File: config.mk
export PLATFORM = sky130hd
export DESIGN_NAME = gsync_eval
export DESIGN_NICKNAME = d
export VERILOG_FILES = /design/src/rtl/core/gsync_pkg.sv /design/src/rtl/core/gsync_eval.sv
export SDC_FILE = /design/constraint.sdc
export NUM_CORES = 1
export LEC_CHECK = 0
export ABC_AREA = 1
export BUFFER_PORTS_ARGS = -buffer_cell sky130_fd_sc_hd__buf_2
export CAP_MARGIN = 30
export CORE_AREA = 2 2 188 190
export DETAILED_ROUTE_END_ITERATION = 12
export DIE_AREA = 0 0 190 192
export PLACE_DENSITY = 0.68
export REMOVE_ABC_BUFFERS = 1
export SLEW_MARGIN = 30
export SYNTH_ARGS = -nofsm -noshare
export SYNTH_HDL_FRONTEND = slang
export SYNTH_SLANG_ARGS = --single-unit
File: constraint.sdc
create_clock -name vclk -period 7.4
set_input_delay 1.48 -clock vclk [all_inputs]
set_output_delay 1.48 -clock vclk [all_outputs]
set_load 0.005 [all_outputs]
File: src/rtl/core/gsync_pkg.sv
`default_nettype none

package gsync_pkg;

    localparam int unsigned SEQ_W  = 16;
    localparam int unsigned TIME_W = 64;
    localparam int unsigned LOG_W  = 8;
    localparam int unsigned OP_W   = 2;

    // request opcodes; the fourth code is unused
    localparam logic [OP_W-1:0] OP_STATUS    = 2'd0;
    localparam logic [OP_W-1:0] OP_SYNC_REQ  = 2'd1;
    localparam logic [OP_W-1:0] OP_TIMESTAMP = 2'd2;

    // frame kinds on the output
    localparam logic FRAME_SYNC = 1'b0;
    localparam logic FRAME_FUP  = 1'b1;

    typedef enum logic [1:0] {
        ST_INIT = 2'd0,
        ST_SYNC = 2'd1,
        ST_FUP  = 2'd2
    } t_state;

    // one registered request
    typedef struct packed {
        logic [OP_W-1:0]          opcode;
        logic                     begin_req;
        logic                     instance_enable;
        logic                     port_oper;
        logic                     port_enabled;
        logic                     as_capable;
        logic                     asymmetry_mode;
        logic [TIME_W-1:0]        time_value;
        logic signed [TIME_W-1:0] correction_in;
        logic signed [LOG_W-1:0]  log_interval;
        logic [SEQ_W-1:0]         sequence_in;
        logic [SEQ_W-1:0]         init_sequence;
    } t_item;

    // one emitted frame
    typedef struct packed {
        logic                     frame_kind;
        logic [SEQ_W-1:0]         sequence_id;
        logic signed [TIME_W-1:0] correction_out;
        logic signed [LOG_W-1:0]  log_interval_out;
    } t_frame;

    // machine context; corr_base holds correction minus upstream time
    typedef struct packed {
        t_state                   state;
        logic                     sync_pending;
        logic                     ts_pending;
        logic [SEQ_W-1:0]         next_seq;
        logic [SEQ_W-1:0]         sent_seq;
        logic [TIME_W-1:0]        corr_base;
        logic signed [LOG_W-1:0]  log_int;
    } t_ctx;

endpackage

`default_nettype wire

File: src/rtl/core/gsync_eval.sv
`default_nettype none

module gsync_eval import gsync_pkg::*; (
    input  var t_item  i_item,
    input  var t_ctx   i_ctx,
    output var t_ctx   o_ctx,
    output logic       o_emit,
    output var t_frame o_frame
);

    logic             is_status;
    logic             is_req;
    logic             ts_ok;
    logic             do_eval;
    logic             port_ready;
    logic             sp_in;
    logic             tp_in;
    logic             force_init;
    logic             drop;
    t_state           st_mid;
    logic             sp_mid;
    logic             tp_mid;
    logic [SEQ_W-1:0] seq_mid;
    logic [SEQ_W-1:0] last_seq;
    logic             send_sync;
    logic             send_fup;

    // request decode and timestamp match against the last sync sent
    always_comb begin
        last_seq   = i_ctx.next_seq - {{(SEQ_W-1){1'b0}}, 1'b1};
        is_status  = (i_item.opcode == OP_STATUS);
        is_req     = (i_item.opcode == OP_SYNC_REQ);
        ts_ok      = (i_item.opcode == OP_TIMESTAMP) && (i_ctx.state == ST_SYNC)
                     && (i_item.sequence_in == last_seq);
        do_eval    = is_status || is_req || ts_ok;
        port_ready = i_item.port_oper && i_item.port_enabled && i_item.as_capable;
        sp_in      = is_req || i_ctx.sync_pending;
        tp_in      = ts_ok || i_ctx.ts_pending;
    end

    // forced return to initializing
    always_comb begin
        force_init = i_item.begin_req || !i_item.instance_enable || (sp_in && !port_ready);
        drop       = do_eval && force_init && (i_ctx.state != ST_INIT);
        st_mid     = drop ? ST_INIT : i_ctx.state;
        sp_mid     = drop ? 1'b0 : sp_in;
        tp_mid     = drop ? 1'b0 : tp_in;
        seq_mid    = drop ? i_item.init_sequence : i_ctx.next_seq;
    end

    // transition out of the current state
    always_comb begin
        send_sync = 1'b0;
        send_fup  = 1'b0;
        case (st_mid)
            ST_INIT, ST_FUP: begin
                send_sync = do_eval && sp_mid && port_ready && !i_item.asymmetry_mode;
            end
            ST_SYNC: begin
                send_fup = do_eval && tp_mid;
            end
            default: begin
                send_sync = 1'b0;
                send_fup  = 1'b0;
            end
        endcase
    end

    // next context
    always_comb begin
        o_ctx = i_ctx;
        if (do_eval) begin
            o_ctx.state        = st_mid;
            o_ctx.sync_pending = sp_mid;
            o_ctx.ts_pending   = tp_mid;
            o_ctx.next_seq     = seq_mid;
            if (is_req) begin
                o_ctx.corr_base = $unsigned(i_item.correction_in) - i_item.time_value;
                o_ctx.log_int   = i_item.log_interval;
            end
            case (st_mid)
                ST_INIT, ST_FUP: begin
                    if (send_sync) begin
                        o_ctx.state        = ST_SYNC;
                        o_ctx.sync_pending = 1'b0;
                        o_ctx.sent_seq     = seq_mid;
                        o_ctx.next_seq     = seq_mid + {{(SEQ_W-1){1'b0}}, 1'b1};
                    end
                end
                ST_SYNC: begin
                    if (send_fup) begin
                        o_ctx.state      = ST_FUP;
                        o_ctx.ts_pending = 1'b0;
                    end
                end
                default: begin
                    o_ctx.state = ST_INIT;
                end
            endcase
        end
    end

    // emitted frame
    always_comb begin
        o_emit                   = send_sync || send_fup;
        o_frame.frame_kind       = send_fup ? FRAME_FUP : FRAME_SYNC;
        o_frame.sequence_id      = send_fup ? i_ctx.sent_seq : seq_mid;
        o_frame.correction_out   = send_fup ? $signed(i_ctx.corr_base + i_item.time_value)
                                            : '0;
        o_frame.log_interval_out = is_req ? i_item.log_interval : i_ctx.log_int;
    end

endmodule

`default_nettype wire

Word level (Yosys, flattened, before mapping)
Cells that the tools add are included.
{"block": "classes", "reduce_logical": 25, "addsub": 4, "n_eq_ne": 6, "mux": 20}
{"cell": "2-to-1 mux 108 bit", "count": 1}
{"cell": "2-to-1 mux 72 bit", "count": 1}
{"cell": "adder 64 bit", "count": 1}
{"cell": "2-to-1 mux 32 bit", "count": 2}
{"cell": "2-to-1 mux 64 bit", "count": 1}
{"cell": "subtractor 64 bit", "count": 1}
{"cell": "2-to-1 mux 16 bit", "count": 2}
{"cell": "adder 16 x 1 -> 16 bit, second input constant", "count": 1}
{"cell": "equality test 16 bit", "count": 1}
{"cell": "subtractor 16 x 1 -> 16 bit, second input constant", "count": 1}
{"cell": "logical AND 1 bit", "count": 11}
{"cell": "2-to-1 mux 1 bit", "count": 8}
{"cell": "2-to-1 mux 8 bit", "count": 1}
{"cell": "logical OR 1 bit", "count": 7}
{"cell": "equality test 2 x 1 -> 1 bit, second input constant", "count": 3}
{"cell": "equality test 2 bit, second input constant", "count": 2}
{"cell": "logical NOT 2 bit", "count": 2}
{"cell": "2-to-1 mux 2 bit", "count": 2}
{"cell": "case mux 2 bit (2 select lines)", "count": 1}
{"cell": "logical NOT 1 bit", "count": 3}
{"cell": "2-to-1 mux 3 bit", "count": 1}
{"cell": "nonzero test 2 bit", "count": 1}
{"cell": "OR reduction 2 bit", "count": 1}
{"block": "word_totals", "output_inout_bits": 198, "ff_bits": 0, "in_bits": 284, "wordCells": 55}

Longest topological paths before layout
Gate-level depths: netlist of the first run.
{"block": "depth", "word_depth": 15, "mapped_depth": 28, "mapped_depth_nobuf": 27}

Worst setup path after synthesis of the first run
OpenSTA, ideal clock, no wires.
{"block": "synth_timing", "kind": "input-to-output", "start": "input port i_item[40] in the netlist's numbering", "end": "output port o_ctx[50] in the netlist's numbering", "path_stages": 16, "path_slack_ns": 2.029, "t_required_ns": 5.920, "arrival_ns": 3.891, "cell_sequence": "inv_1 -> ha_1 -> fa_1 -> inv_1 -> nand3_1 -> nand2_1 -> a21oi_1 -> o21ai_0 -> a21boi_0 -> o21ai_0 -> a21oi_1 -> o21ai_0 -> a21oi_1 -> xnor2_1 -> nand2_1 -> nand2_1"}
{"item": "start, declared", "line": "gsync_eval.sv:4", "source": "input var t_item i_item,"}
{"item": "end, declared", "line": "gsync_eval.sv:6", "source": "output var t_ctx o_ctx,"}

==> results of run 1 <==
logic make-up after synthesis:
family / share of synthesized area (%)
AOI/OAI and AO/OA: 27.83
xor gates and xnor gates: 8.800
adders and majority gates: 14.86
buffers and inverters: 12.72
muxes: 0.1019
and+or+nand+nor: 35.70
cell type report:
class / count / area, um^2
Timing Repair Buffer: 486 / 2442
Multi-Input combinational cell: 1744 / 9648
Antenna cell: 4 / 10.01
Tap cell: 455 / 569.3
Fill cell: 3945 / 20370
Inverter: 331 / 1244
placed cells by master, fill, tap and decap left out, types with 8 or more instances in the layout:
cell type and instances:
a21boi_0 13, a21o_1 13, a21oi_1 213, a221oi_1 10, a31oi_1 35, buf_2 482
ha_1 128, inv_1 322, nand2_1 512, nand2_2 11, nand3_1 66, nand3b_1 16
nand4_1 10, nor2_1 273, nor3_1 21, nor4_1 8, o211ai_1 8, o21a_1 21
o21ai_0 212, o21bai_1 14, or2_2 8, xnor2_1 51, xor2_1 60
power by group through the flow:
stage / Sequential [mW] / Combinational, mW / Clock [mW]
finish: 0 / 1.12 / 0.0000000724
global route: 0 / 1.22 / 0.0000000723
CTS: 0 / 1.10 / 0
detailed placement: 0 / 1.09 / 0
global placement: 0 / 1.10 / 0
floorplan: 0 / 0.663 / 0
per-stage QoR:
stage	power, mW	setup slack (ns)	util, %	instance area, um^2	hold WS [ns]
floorplan	0.6631	0.7014	-	10890	3.057
global placement	1.098	0.6535	40.55	13900	3.235
detailed placement	1.094	0.5853	40.55	13900	3.237
CTS	1.100	0.5764	40.55	13900	3.240
global route	1.225	0.2941	40.58	13910	3.256
finish	1.119	0.5988	40.58	13910	3.238
worst max-delay path, delay by kind of cell:
family / cells / cell delay [ns]
adder cells (fa/ha/maj): 1 / 0.20
AO/OA/AOI/OAI: 2 / 0.76
XOR/XNOR: 1 / 0.16
AND/OR/NAND/NOR: 11 / 1.54
buffers and inverters: 4 / 1.13
how the worst max path moves through the flow:
| stage | from | endpoint |
|---|---|---|
| global route | i_ctx[88] | o_frame[42] |
| global placement | i_ctx[88] | o_frame[42] |
| floorplan | i_item[174] | o_ctx[104] |
| finish | i_ctx[88] | o_frame[42] |
| CTS | i_ctx[88] | o_frame[42] |
| detailed placement | i_ctx[88] | o_frame[42] |
layer usage:
layer | share of wire (%) | vias to the layer above
met5 | 0.019 | -
met4 | 3.3 | 2
met3 | 6.9 | 96
met2 | 48 | 731
met1 | 41 | 7218
li1 | - | 7841
==> impl_metrics.csv, run 1 <==
group,metric,value,unit
sta,grt_setup_unrepaired,"no",
power_and_ir_drop,p_seq_share,0,%
worst_hold_path,min_to,"o_ctx[5]",
global_route,grtUsageMet2,55.12,%
sta,finalSetupTns,0,ns
yosys,syn_area_per_cell,5.236,um^2
worst_setup_path,cp.required,5.92,ns
global_route,grt_start_max_net_pins,58,
worst_setup_path,path_cells,"buf_2 > inv_1 > ha_1 > nand2_1 > nor2_2 > nand3_1 > nor2_1 > xor2_1 > nor2_1 > nand2_1 > nand2_4 > nand2_4 > nand2_1 > nor2_1 > nand2_2 > inv_2 > o21ai_0 > a21oi_1 > buf_2",
drt,first_pass_iters,5,
power_and_ir_drop,leakage,7.725,nW
worst_setup_path,end_kind,"primary output",
sta,min_period_over_period,91.91,%
floorplanning,die_width,190,um
yosys,synth_top_area_cell,"nand2_1",
floorplanning,top_level_ports,482,
power_and_ir_drop,p_per_area,80.45,mW/mm^2
sta,worstMarginPinSlew,0.8999,ns
global_route,grt_antenna_before_repair,5,
yosys,synth.distinct_cells,45,
drt,avgRoutedWirePerCell,19.44,um
sta,drv_slew,0,
sta,final_hold_viol_count,0,
layout,clock_buffers,0,
yosys,yosysSeqAreaShare,0,%
floorplanning,die-area,0.03648,mm^2
layout,seq_area,0,um^2
sta,relSlewSlack,39.92,%
global_route,first_global_vias,15260,
placed_design,dp.cells,3016,
drt,num_vias,15890,
worst_hold_path,min_path_type,"in2out",
floorplanning,num_rows,68,
global_route,use_met1,37.64,%
floorplanning,core_area,0.03429,mm^2
power_and_ir_drop,vdd_drop_max,0.03372,mV
layout,layout-drive-gt1-share,20.97,%
power_and_ir_drop,power_frac_comb,100.0,%
layout,nNetsFinal,2977,
power_and_ir_drop,p_clk_share,0,%
yosys,yosys_warnings,0,
global_route,grt_busiest_layer,"met2",
power_and_ir_drop,swShare,63.99,%
global_route,grt_first_pass_wirelength,85780,um
layout,final_cells,3020,
yosys,synthTopCellsByCount,"513 x nand2_1, 323 x inv_1, 274 x nor2_1, 213 x a21oi_1, 213 x o21ai_0",
cts,postCtsSetupRepairBufs,0,
layout,area_growth,25.93,%
cts,cts_hold_repair.buffers,0,
layout,seq_cells,0,
drt,drt.antenna.violating_nets,0,
sta,fmax,147.0,MHz
power_and_ir_drop,p_sw,716.2,uW
global_route,grt_overflow,0,
worst_setup_path,cp_max_fo,53,
placed_design,place_congestion,1.048,
floorplanning,start_util,32.22,%
worst_hold_path,min-delay-start,"i_ctx[5]",
yosys,synth_top_area_share,17.43,%
worst_setup_path,startpoint_type,"primary input",
sta,setup_viol,0,
global_route,met3_usage,2.960,%
drt,via_per_inst,5.261,
yosys,synth.cell_area,0.01105,mm^2
global_route,grt_usage,30.30,%
worst_setup_path,slowest_stage,"inv_2",
cts,post_cts_resized,0,
yosys,syn_inst,2110,
worst_setup_path,crit_type,"in2out",
status,outcome,"finished clean",
worst_setup_path,worstPathArrival,5.32,ns
power_and_ir_drop,intPower,403.1,uW
floorplanning,die_h,192,um
yosys,synthMostInstantiatedCell,"nand2_1",
sta,finalCriticalPeriod,6.801,ns
placed_design,hpwl,52540,um
placed_design,port_buffers,482,
worst_hold_path,holdPathStages,4,
worst_setup_path,cpPeakStageDelay,0.67,ns
flow_run,max_cap_violations,0,
yosys,synth.area.top_cells,"nand2_1 17%, ha_1 14%, inv_1 11%, a21oi_1 9.6%, o21ai_0 9.6%",
drt,wl,58700,um
drt,drc,0,
drt,drt-initial-drc-count,1087,
Power figures use the tool's default switching activity.
==> run 2: changes to the inputs <==
--- a/config.mk
+++ b/config.mk
@@ -8,10 +8,11 @@
 export ABC_AREA = 1
 export BUFFER_PORTS_ARGS = -buffer_cell sky130_fd_sc_hd__buf_2
 export CAP_MARGIN = 30
-export CORE_AREA = 2 2 188 190
+export CORE_AREA = 5 5 186 188
 export DETAILED_ROUTE_END_ITERATION = 12
-export DIE_AREA = 0 0 190 192
-export PLACE_DENSITY = 0.68
+export DIE_AREA = 0 0 191 193
+export PLACE_DENSITY = 0.7
+export RECOVER_POWER = 25
 export REMOVE_ABC_BUFFERS = 1
 export SLEW_MARGIN = 30
 export SYNTH_ARGS = -nofsm -noshare
==> impl_metrics.csv, run 2 (same netlist as run 1, synthesis figures left out) <==
group,metric,value,unit
global_route,grt_usage,29.99,%
global_route,grt_first_pass_wirelength,86910,um
sta,drv_slew,56,
worst_setup_path,path_cells,"clkbuf_1 > nor2_1 > buf_4 > clkinvlp_2 > buf_4 > o21ai_0 > clkbuf_1",
cts,cts_hold_repair.buffers,0,
layout,clock_buffers,0,
sta,relSlewSlack,-49.13,%
layout,fillers,3856,
global_route,grt_overflow,0,
worst_setup_path,worstPathArrival,5.34,ns
layout,final_common_cell,"nand2_1",
layout,nNetsFinal,2980,
worst_setup_path,critPathTopFamily,"buffers and inverters",
global_route,grt_antenna_before_repair,8,
sta,grt_setup_unrepaired,"no",
layout,seq_cells,0,
status,outcome,"finished, violations left",
worst_setup_path,startpoint_type,"primary input",
sta,final_hold_viol_count,0,
cts,post_cts_resized,0,
drt,wl_met3,4687,um
worst_setup_path,slowest_stage,"clkinvlp_2",
status,violations,"max-capacitance violations, max-slew violations",
power_and_ir_drop,vdd_drop_max,0.03050,mV
worst_setup_path,cp_max_fo,55,
drt,dr.max_layer_used,"met4",
sta,finalSetupTns,0,ns
floorplanning,num_rows,67,
drt,drt-initial-drc-count,1278,
flow_run,max_cap_violations,1,
drt,avgRoutedWirePerCell,19.78,um
sta,worstMarginPinSlew,2.225,ns
worst_setup_path,cp.required,5.92,ns
placed_design,hpwl,53690,um
drt,num_vias,15980,
placed_design,port_buffers,482,
placed_design,place_congestion,1.052,
sta,finalCriticalPeriod,6.818,ns
floorplanning,die_width,191,um
layout,final_cells,3020,
worst_hold_path,min_path_type,"in2out",
cts,postCtsSetupRepairBufs,0,
layout,layout-drive-gt1-share,19.27,%
sta,fmax,146.7,MHz
floorplanning,core_area,0.03295,mm^2
global_route,grt_start_max_net_pins,56,
drt,drc,0,
worst_setup_path,crit_type,"in2out",
drt,wl,59730,um
power_and_ir_drop,p_per_area,80.80,mW/mm^2
worst_setup_path,cpPeakStageDelay,1.80,ns
layout,mostFrequentLayoutCells,"512 x nand2_1, 439 x buf_2, 322 x inv_1",
floorplanning,top_level_ports,482,
worst_setup_path,end_kind,"primary output",
sta,min_period_over_period,92.14,%
power_and_ir_drop,leakage,7.606,nW
drt,first_pass_iters,5,
drt,wl_met1,24340,um
placed_design,dp.cells,3012,
layout,seq_area,0,um^2
floorplanning,die_h,193,um
drt,drt.antenna.violating_nets,0,
floorplanning,start_util,33.53,%
global_route,first_global_vias,15560,
layout,area_growth,25.57,%
worst_setup_path,crit_buf_inv,5,
sta,setup_viol,0,
floorplanning,die-area,0.03686,mm^2
drt,via_per_inst,5.292,
drt,met2_length,28540,um
run 2: cell types whose count changed in the layout (fill, tap and decap cells not counted), sizes merged:
| cell | before | now |
|---|---|---|
| buf | 486 | 444 |
| diode | 4 | 8 |
| clkinvlp | 0 | 1 |
| clkinv | 2 | 1 |
| clkbuf | 0 | 45 |
run 2: layout make-up:
class              instances  area [um^2]  area share (%)
inverters                331         1244           8.965
diodes                     8        20.02          0.1443
repair buffers           489         2404           17.33
well taps                448        560.5           4.040
multi-input cells       1744         9646           69.53
run 2: final timing paths:
| path | endpoint | depth (start not counted) | start | slack, ns |
|---|---|---|---|---|
| max | o_ctx[31] | 7 | i_item[175] | 0.58 |
| min | o_ctx[3] | 4 | i_ctx[3] | 3.24 |
run 2: worst min-delay path: stages:
cell	delay, ns
buf_2	0.07
nand2_1	0.06
nand2_1	0.05
buf_2	0.10
run 2: metal layers:
| layer | vias up | track usage, % |
|---|---|---|
| met1 | 7298 | 37.73 |
| met4 | 0 | 9.309 |
| met3 | 98 | 4.483 |
| met5 | - | 0 |
| li1 | 7862 | - |
| met2 | 725 | 53.00 |
run 2: metrics by stage:
step / area, um^2 / power (mW) / hold slack, ns / setup slack (ns) / utilization [%]
after floorplan: 10890 / 0.6631 / 3.057 / 0.7014 / -
after global placement: 13920 / 1.104 / 3.232 / 1.063 / 42.24
after detailed placement: 13920 / 1.102 / 3.242 / 1.026 / 42.24
after CTS: 13920 / 1.108 / 3.241 / 1.020 / 42.24
after global routing: 13870 / 1.231 / 3.262 / 0.3476 / 42.11
final: 13870 / 1.121 / 3.241 / 0.5819 / 42.11
run 2: power breakdown:
group	internal (mW)	switching, mW
sequential	0	0
combinational	0.398	0.723
clock	0.000000145	0
